$ cat config.mk
export PLATFORM = sky130hd
export DESIGN_NAME = swarm_role_classifier_core
export DESIGN_NICKNAME = d
export VERILOG_FILES = /design/src/sv/srcls_pkg.sv /design/src/sv/srcls_regs.sv /design/src/sv/swarm_role_classifier_core.sv
export SDC_FILE = /design/constraint.sdc
export NUM_CORES = 2
export LEC_CHECK = 0
export BUFFER_PORTS_ARGS = -buffer_cell sky130_fd_sc_hd__buf_2
export CAP_MARGIN = 20
export CORE_MARGIN = 2
export CORE_UTILIZATION = 40
export DETAILED_ROUTE_END_ITERATION = 8
export GPL_TIMING_DRIVEN = 0
export PLACE_DENSITY = 0.58
export RECOVER_POWER = 25
export SLEW_MARGIN = 30
export SYNTH_ARGS = -nofsm -noshare
export SYNTH_HDL_FRONTEND = slang
export SYNTH_SLANG_ARGS = --single-unit
export TNS_END_PERCENT = 5
$ cat constraint.sdc
create_clock -name clk -period 40.2 [get_ports clk]
set_input_delay 8.04 -clock clk [delete_from_list [all_inputs] [get_ports clk]]
set_output_delay 8.04 -clock clk [all_outputs]
set_load 0.03 [all_outputs]
$ cat src/sv/srcls_pkg.sv
// ----------------------------------------------------------------------------
// Swarm role classifier package
// Shared widths, codes, register map and the item, result and config types.
// ----------------------------------------------------------------------------
package srcls_pkg;

	localparam int COORD_BITS    = 24;
	localparam int RAD_W         = 23;
	localparam int CFG_CNT_W     = 10;
	localparam int ID_W          = 8;
	localparam int COUNT_MAX_DEF = 1023;
	localparam int ADDR_W        = 5;
	localparam int DATA_W        = 32;
	localparam int REG_IDX_W     = 3;

	localparam logic [RAD_W-1:0] MIN_LEN_Q8 = RAD_W'(26);

	localparam logic [1:0] KIND_START    = 2'd0;
	localparam logic [1:0] KIND_FRONTIER = 2'd1;
	localparam logic [1:0] KIND_MEMBER   = 2'd2;
	localparam logic [1:0] KIND_RESERVED = 2'd3;

	localparam logic [1:0] MEMBER_UNKNOWN   = 2'd0;
	localparam logic [1:0] MEMBER_EXPLORER  = 2'd1;
	localparam logic [1:0] MEMBER_COLLECTOR = 2'd2;
	localparam logic [1:0] MEMBER_RESERVED  = 2'd3;

	localparam logic ROLE_EXPLORER  = 1'b0;
	localparam logic ROLE_COLLECTOR = 1'b1;

	localparam logic [REG_IDX_W-1:0] REG_FIXED_MODE     = 3'd0;
	localparam logic [REG_IDX_W-1:0] REG_FIXED_ROLE     = 3'd1;
	localparam logic [REG_IDX_W-1:0] REG_REGION_RADIUS  = 3'd2;
	localparam logic [REG_IDX_W-1:0] REG_CLUSTER_SIZE   = 3'd3;
	localparam logic [REG_IDX_W-1:0] REG_MIN_NEIGHBOURS = 3'd4;
	localparam logic [REG_IDX_W-1:0] REG_MIN_ISLANDS    = 3'd5;
	localparam logic [REG_IDX_W-1:0] REG_MAX_TRAILS     = 3'd6;

	localparam logic [RAD_W-1:0] RADIUS_RESET  = RAD_W'(256);
	localparam logic [RAD_W-1:0] CLUSTER_RESET = RAD_W'(256);

	typedef struct packed {
		logic [1:0]                   kind;
		logic                         last;
		logic [ID_W-1:0]              node_id;
		logic signed [COORD_BITS-1:0] pos_x;
		logic signed [COORD_BITS-1:0] pos_y;
		logic signed [COORD_BITS-1:0] box_min_x;
		logic signed [COORD_BITS-1:0] box_max_x;
		logic signed [COORD_BITS-1:0] box_min_y;
		logic signed [COORD_BITS-1:0] box_max_y;
		logic                         is_trail;
		logic [1:0]                   member_role;
	} item_t;

	typedef struct packed {
		logic                 role;
		logic [CFG_CNT_W-1:0] near_frontiers;
		logic [CFG_CNT_W-1:0] near_islands;
		logic [CFG_CNT_W-1:0] near_trails;
		logic                 collector_near;
	} result_t;

	typedef struct packed {
		logic                 fixed_mode;
		logic                 fixed_role;
		logic [RAD_W-1:0]     region_radius;
		logic [RAD_W-1:0]     cluster_size;
		logic [CFG_CNT_W-1:0] min_neighbours;
		logic [CFG_CNT_W-1:0] min_islands;
		logic [CFG_CNT_W-1:0] max_trails;
	} cfg_t;

endpackage

$ cat src/sv/srcls_regs.sv
// ----------------------------------------------------------------------------
// Swarm role classifier configuration registers
// APB-style register file holding the mode, radius, size and threshold settings.
// ----------------------------------------------------------------------------
module srcls_regs
	import srcls_pkg::*;
(
	input  logic              clk,
	input  logic              arst_n,
	input  logic              psel,
	input  logic              penable,
	input  logic              pwrite,
	input  logic [ADDR_W-1:0] paddr,
	input  logic [DATA_W-1:0] pwdata,
	output logic [DATA_W-1:0] prdata,
	output logic              pready,
	output cfg_t              cfg
);

	logic                 wr_en;
	logic [REG_IDX_W-1:0] reg_idx;
	cfg_t                 cfg_q;

	assign wr_en   = psel && penable && pwrite;
	assign reg_idx = paddr[ADDR_W-1:2];
	assign pready  = 1'b1;
	assign cfg     = cfg_q;

	always_ff @(posedge clk or negedge arst_n) begin
		if (!arst_n) begin
			cfg_q.fixed_mode     <= 1'b0;
			cfg_q.fixed_role     <= 1'b0;
			cfg_q.region_radius  <= RADIUS_RESET;
			cfg_q.cluster_size   <= CLUSTER_RESET;
			cfg_q.min_neighbours <= '0;
			cfg_q.min_islands    <= '0;
			cfg_q.max_trails     <= '0;
		end else if (wr_en) begin
			case (reg_idx)
				REG_FIXED_MODE:     cfg_q.fixed_mode     <= pwdata[0];
				REG_FIXED_ROLE:     cfg_q.fixed_role     <= pwdata[0];
				REG_REGION_RADIUS:  cfg_q.region_radius  <= pwdata[RAD_W-1:0];
				REG_CLUSTER_SIZE:   cfg_q.cluster_size   <= pwdata[RAD_W-1:0];
				REG_MIN_NEIGHBOURS: cfg_q.min_neighbours <= pwdata[CFG_CNT_W-1:0];
				REG_MIN_ISLANDS:    cfg_q.min_islands    <= pwdata[CFG_CNT_W-1:0];
				REG_MAX_TRAILS:     cfg_q.max_trails     <= pwdata[CFG_CNT_W-1:0];
				default: ;
			endcase
		end
	end

	always_comb begin
		case (reg_idx)
			REG_FIXED_MODE:     prdata = DATA_W'(cfg_q.fixed_mode);
			REG_FIXED_ROLE:     prdata = DATA_W'(cfg_q.fixed_role);
			REG_REGION_RADIUS:  prdata = DATA_W'(cfg_q.region_radius);
			REG_CLUSTER_SIZE:   prdata = DATA_W'(cfg_q.cluster_size);
			REG_MIN_NEIGHBOURS: prdata = DATA_W'(cfg_q.min_neighbours);
			REG_MIN_ISLANDS:    prdata = DATA_W'(cfg_q.min_islands);
			REG_MAX_TRAILS:     prdata = DATA_W'(cfg_q.max_trails);
			default:            prdata = '0;
		endcase
	end

endmodule

$ cat src/sv/swarm_role_classifier_core.sv
// Timing: the last item of a query is registered in item_s1, then its result in result_q.
// Throughput: one item per cycle unless stalled; each item is classified by combinational logic
// between the input register and the count and result registers.
// The input stalls only while a last item waits behind a stalled result.
// Reset: arst_n clears the valid bits, counts and own position, and sets the
// registers to their defaults.
// ----------------------------------------------------------------------------
// Swarm role classifier core
// Counts frontiers, islands and trails near the drone, notes nearby collectors and assigns a role.
// ----------------------------------------------------------------------------
module swarm_role_classifier_core
	import srcls_pkg::*;
#(
	parameter int COUNT_MAX = COUNT_MAX_DEF
) (
	input  logic              clk,
	input  logic              arst_n,
	input  logic              psel,
	input  logic              penable,
	input  logic              pwrite,
	input  logic [ADDR_W-1:0] paddr,
	input  logic [DATA_W-1:0] pwdata,
	output logic [DATA_W-1:0] prdata,
	output logic              pready,
	input  logic              item_valid,
	output logic              item_stall,
	input  item_t             item,
	output logic              result_valid,
	input  logic              result_stall,
	output result_t           result
);

	localparam int CNT_W = $clog2(COUNT_MAX + 1);
	localparam int CMP_W = (CNT_W > CFG_CNT_W) ? CNT_W : CFG_CNT_W;
	localparam int DW    = COORD_BITS + 1;
	localparam int MAG_W = (DW > RAD_W) ? DW : RAD_W;
	localparam int EXT_W = MAG_W + 1;
	localparam int SQ_W  = 2 * RAD_W;
	localparam int SUM_W = SQ_W + 1;

	localparam logic [CNT_W-1:0] CNT_MAX_V = CNT_W'(COUNT_MAX);

	cfg_t cfg;

	srcls_regs u_regs (
		.clk     (clk),
		.arst_n  (arst_n),
		.psel    (psel),
		.penable (penable),
		.pwrite  (pwrite),
		.paddr   (paddr),
		.pwdata  (pwdata),
		.prdata  (prdata),
		.pready  (pready),
		.cfg     (cfg)
	);

	function automatic logic [CNT_W-1:0] sat_inc(input logic [CNT_W-1:0] c);
		return (c >= CNT_MAX_V) ? CNT_MAX_V : c + CNT_W'(1);
	endfunction

	function automatic logic [CFG_CNT_W-1:0] to_field(input logic [CNT_W-1:0] c);
		logic [CMP_W-1:0] e;
		e = CMP_W'(c);
		return e[CFG_CNT_W-1:0];
	endfunction

	function automatic logic [MAG_W-1:0] abs_diff(input logic signed [EXT_W-1:0] a,
		input logic signed [EXT_W-1:0] b);
		logic signed [EXT_W-1:0] d;
		logic signed [EXT_W-1:0] n;
		d = a - b;
		n = -d;
		return d[EXT_W-1] ? n[MAG_W-1:0] : d[MAG_W-1:0];
	endfunction

	logic [RAD_W-1:0] r_eff;
	logic [RAD_W-1:0] cs_eff;
	logic [SQ_W-1:0]  rsq_q;

	assign r_eff  = (cfg.region_radius < MIN_LEN_Q8) ? MIN_LEN_Q8 : cfg.region_radius;
	assign cs_eff = (cfg.cluster_size < MIN_LEN_Q8) ? MIN_LEN_Q8 : cfg.cluster_size;

	logic  rdy1, go;
	logic  valid_s1;
	item_t item_s1;

	logic [ID_W-1:0]              own_id_q;
	logic signed [COORD_BITS-1:0] own_x_q, own_y_q;

	logic [MAG_W-1:0]        adx, ady;
	logic [RAD_W-1:0]        dx_c, dy_c;
	logic [SQ_W-1:0]         sqx_c, sqy_c;
	logic [SUM_W-1:0]        dist_sq;
	logic                    far_c, near_c, small_c, member_c;
	logic signed [EXT_W-1:0] side_x, side_y, side, cs_s;
	logic [CNT_W-1:0]        nf, ni, nt;
	logic                    nc;
	logic                    role_c;
	logic [CNT_W-1:0]        frontier_q, island_q, trail_q;
	logic                    collector_q;
	logic                    result_valid_q;
	result_t                 result_q;

	assign go   = valid_s1 && !(item_s1.last && result_valid_q && result_stall);
	assign rdy1 = !valid_s1 || go;

	assign item_stall   = !rdy1;
	assign result_valid = result_valid_q;
	assign result       = result_q;

	always_comb begin
		adx     = abs_diff(EXT_W'($signed(item_s1.pos_x)), EXT_W'(own_x_q));
		ady     = abs_diff(EXT_W'($signed(item_s1.pos_y)), EXT_W'(own_y_q));
		far_c   = (adx > MAG_W'(r_eff)) || (ady > MAG_W'(r_eff));
		dx_c    = adx[RAD_W-1:0];
		dy_c    = ady[RAD_W-1:0];
		sqx_c   = dx_c * dx_c;
		sqy_c   = dy_c * dy_c;
		dist_sq = {1'b0, sqx_c} + {1'b0, sqy_c};
		near_c  = !far_c && (dist_sq <= SUM_W'(rsq_q));
		side_x = EXT_W'($signed(item_s1.box_max_x)) - EXT_W'($signed(item_s1.box_min_x));
		side_y = EXT_W'($signed(item_s1.box_max_y)) - EXT_W'($signed(item_s1.box_min_y));
		side   = (side_x > side_y) ? side_x : side_y;
		cs_s   = $signed({1'b0, MAG_W'(cs_eff)});
		small_c  = (side <= cs_s);
		member_c = (item_s1.kind == KIND_MEMBER) && (item_s1.node_id != own_id_q) &&
			(item_s1.member_role == MEMBER_COLLECTOR);
		nf = frontier_q;
		ni = island_q;
		nt = trail_q;
		nc = collector_q;
		case (item_s1.kind)
			KIND_START: begin
				nf = '0;
				ni = '0;
				nt = '0;
				nc = 1'b0;
			end
			KIND_FRONTIER: begin
				if (near_c) begin
					nf = sat_inc(frontier_q);
					if (small_c) ni = sat_inc(island_q);
					if (item_s1.is_trail) nt = sat_inc(trail_q);
				end
			end
			KIND_MEMBER: begin
				if (member_c && near_c) nc = 1'b1;
			end
			default: ;
		endcase
		if (cfg.fixed_mode) begin
			role_c = cfg.fixed_role;
		end else if (nc) begin
			role_c = ROLE_EXPLORER;
		end else if ((CMP_W'(nf) >= CMP_W'(cfg.min_neighbours)) &&
			(CMP_W'(ni) < CMP_W'(cfg.min_islands)) &&
			(CMP_W'(nt) <= CMP_W'(cfg.max_trails))) begin
			role_c = ROLE_EXPLORER;
		end else begin
			role_c = ROLE_COLLECTOR;
		end
	end

	always_ff @(posedge clk or negedge arst_n) begin
		if (!arst_n) begin
			valid_s1       <= 1'b0;
			own_id_q       <= '0;
			own_x_q        <= '0;
			own_y_q        <= '0;
			frontier_q     <= '0;
			island_q       <= '0;
			trail_q        <= '0;
			collector_q    <= 1'b0;
			result_valid_q <= 1'b0;
		end else begin
			if (rdy1) valid_s1 <= item_valid;
			if (go) begin
				if (item_s1.kind == KIND_START) begin
					own_id_q <= item_s1.node_id;
					own_x_q  <= item_s1.pos_x;
					own_y_q  <= item_s1.pos_y;
				end
				if (item_s1.last) begin
					frontier_q  <= '0;
					island_q    <= '0;
					trail_q     <= '0;
					collector_q <= 1'b0;
				end else begin
					frontier_q  <= nf;
					island_q    <= ni;
					trail_q     <= nt;
					collector_q <= nc;
				end
			end
			if (go && item_s1.last) begin
				result_valid_q <= 1'b1;
			end else if (result_valid_q && !result_stall) begin
				result_valid_q <= 1'b0;
			end
		end
	end

	always_ff @(posedge clk) begin
		rsq_q <= r_eff * r_eff;
		if (rdy1) item_s1 <= item;
		if (go && item_s1.last) begin
			result_q.role           <= role_c;
			result_q.near_frontiers <= to_field(nf);
			result_q.near_islands   <= to_field(ni);
			result_q.near_trails    <= to_field(nt);
			result_q.collector_near <= nc;
		end
	end

endmodule

==> flow_summary.toml <==
[layout]
multi_input_area_sq_um = 50900
fin_area_sq_um = 76100
ff_latch_area_sq_um = 10800
nNetsFinal = 9955
drive_above_1_share_pct = 6.95
stdcell_count = 10111
fillCellCount = 17010
syn_to_final_growth_pct = 9.28

[yosys]
synth_most_common_cell = "inv_1"
synth_edf_count = 190
synth_xor_area_share_pct = 3.05
synth_mux_area_share_pct = 1.69
yosysUniqueCellTypes = 100
syn_area_per_cell_sq_um = 9.39
netlist_instances = 7411
synthTopCellsByArea = "fa_1 (36%), ha_1 (14%), inv_1 (10%)"
synth_top_flop_cell = "edfxtp_1"
synth_compound_area_share_pct = 7.97
ys_warn_count = 0
async_flop_share_pct = 41.5
synth_top_family_by_area = "adder cells"
synth_top_area_share_pct = 36.1
yosys.area.top_type = "fa_1"
ys_ff_latch = 402
netlist_area_sq_um = 69600
synth_adder_area_share_pct = 49.6
ys_top_cells_by_count = "inv_1 (1933), fa_1 (1254), ha_1 (752), nand2_1 (640), nor2_1 (527)"
post_synth_and_or_nand_nor_area_fraction_pct = 10.5
seq_area_frac_synth_pct = 15.5

[die]
rows = 153
die_area_sq_um = 177000
num_io_pins = 269
die_x_um = 421
die_h_um = 421
initial_utilization_pct = 40.1
core_area_sq_um = 173000

[worst_setup_path]
critPathSlowestCell = "clkbuf_1"
start_kind = "flip-flop"
crit_path_max_incr_delay_ns = 0.78
endpoint_kind = "flip-flop"
cp.buffers_inverters = 13
timing.critical_path.required_ns = 40.68
critical_path_class = "reg2reg"
worstPathMaxFanout = 11
crit_family = "compound AO/OA/AOI/OAI gates"
arrival_ns = 21.39

[detailed_routing]
drt_iter0_markers = 3510
drt_first_pass_iters = 8
vias_per_cell = 5.13
routed_wl_um = 208000
wire_per_inst_um = 20.5
ant_nets = 0
num_vias = 51829
drc = 0

[timing]
max_slew_margin_pct = -188
setup_viol = 0
tightestPinTransition_ns = 4.33
slew_viol_final = 69
min_period_over_period_pct = 52.0
tns_ns = 0
max_freq_mhz = 47.8
final_hold_viol_count = 0
fin_crit_ns = 20.91
finClkSkew_ns = 0.0843
rsz0062_at_grt = "no"

[clocking]
cts_resized = 0
cts_inserted_buffers = 48
clkSinkCount = 402
cts_root_buf = "clkbuf_16"
cts_buffer_depth = 3
clk_latency_ns = 0.70
htree_num_levels = 2
cts_tree = "yes"
holdBufCountCts = 0
cts_setup_buffers = 0
clk_pin_slew_ns = 0.07

[run]
max_cap_violations = 1

[grt]
antenna_found_initial = 5
grt_pass1_wl_um = 320000
grt_pass1_vias = 55302
grt_max_degree = 81
grt_overflow = 0
grt_util_all_layers_pct = 23.6

[status]
status = "complete, but fails checks"
violations = "capacitance limit, slew limit"

[min_path]
hp-class = "reg2reg"

[placement]
place_congestion = 0.959
hpwl_um = 176000
place_inst = 10022
placed_cell_area_sq_um = 74400
port-buffer-count = 246
## path summary, 6_finish.rpt
path	from	end	slack, ns	depth (start not counted)
hold reg to reg	own_y_q[0]	own_y_q[0]	0.49	2
min in group asynchronous	arst_n	own_y_q[0]	7.62	1
hold / removal	own_y_q[0]	own_y_q[0]	0.49	2
setup reg to reg	item_s1[132]	result[31]	19.29	72
setup / recovery	item_s1[132]	result[31]	19.29	72
max in group asynchronous	arst_n	island_q[4]	27.85	2
## state kept, by name, indices dropped and copies added (netlist names)
name	flops
trail_q	10
u_regs.cfg	78
result_valid	1
result	32
own_id_q	8
own_x_q	24
valid_s1	1
item_s1	158
island_q	10
rsq_q	45
collector_q	1
frontier_q	10
own_y_q	24
## per-layer routing
metal / up-vias / wire (um) / global-route usage [%]
met5: - / 34 / 0
met4: 4 / 10900 / 10.4
met3: 435 / 14800 / 3.88
met2: 1761 / 98000 / 39.2
met1: 26068 / 83800 / 30.2
li1: 23561 / - / -
## area by class of cell
cell class	instances	share of cell area [%]
tap	2325	3.82
sequential	402	14.2
inverter	1951	9.63
multi-input combinational	4859	67.0
timing repair buffer	278	2.06
buffer	207	1.12
clock inverter	30	0.541
clock buffer	58	1.68
antenna	1	0.00329
## cells by family after synthesis
| family | count (synthesis) |
|---|---|
| other | 2 |
| XOR/XNOR | 238 |
| AND/OR/NAND/NOR | 1632 |
| flip-flops | 402 |
| buffers and inverters | 2158 |
| multiplexers | 108 |
| adder cells (fa/ha/maj) | 2006 |
| AO/OA/AOI/OAI | 865 |
## cells in the final DEF, fill, tap and decap left out, types with 134 or more instances in the layout
cell type / synthesis / routed
clkbuf_1: 176 / 170
nand2_1: 640 / 640
o21ai_0: 228 / 228
buf_2: 4 / 245
nor2_1: 527 / 526
edfxtp_1: 190 / 190
inv_1: 1933 / 1933
ha_1: 752 / 752
a21oi_1: 216 / 216
dfrtp_1: 165 / 165
fa_1: 1254 / 1254
xnor2_1: 149 / 134
## through the flow
stage	util, %	worst slack, ns	hold WS (ns)
after floorplan	-	17.83	0.454
after global placement	42.5	16.55	0.468
after detailed placement	42.9	19.72	0.476
after CTS	43.9	19.67	0.493
after global routing	43.9	18.20	0.514
final	43.9	19.29	0.490
## worst reg2reg max path: cells and delay by family, from the launching register on
kind	cells	cell delay (ns)
AO/OA/AOI/OAI	26	7.33
XOR/XNOR	1	0.26
adder cells (fa/ha/maj)	13	6.18
buffers and inverters	13	2.72
flip-flops	1	0.41
AND/OR/NAND/NOR	19	3.90
Power is not shown: default switching activity piles up to over one toggle a cycle in this logic, so the estimate is an artifact.
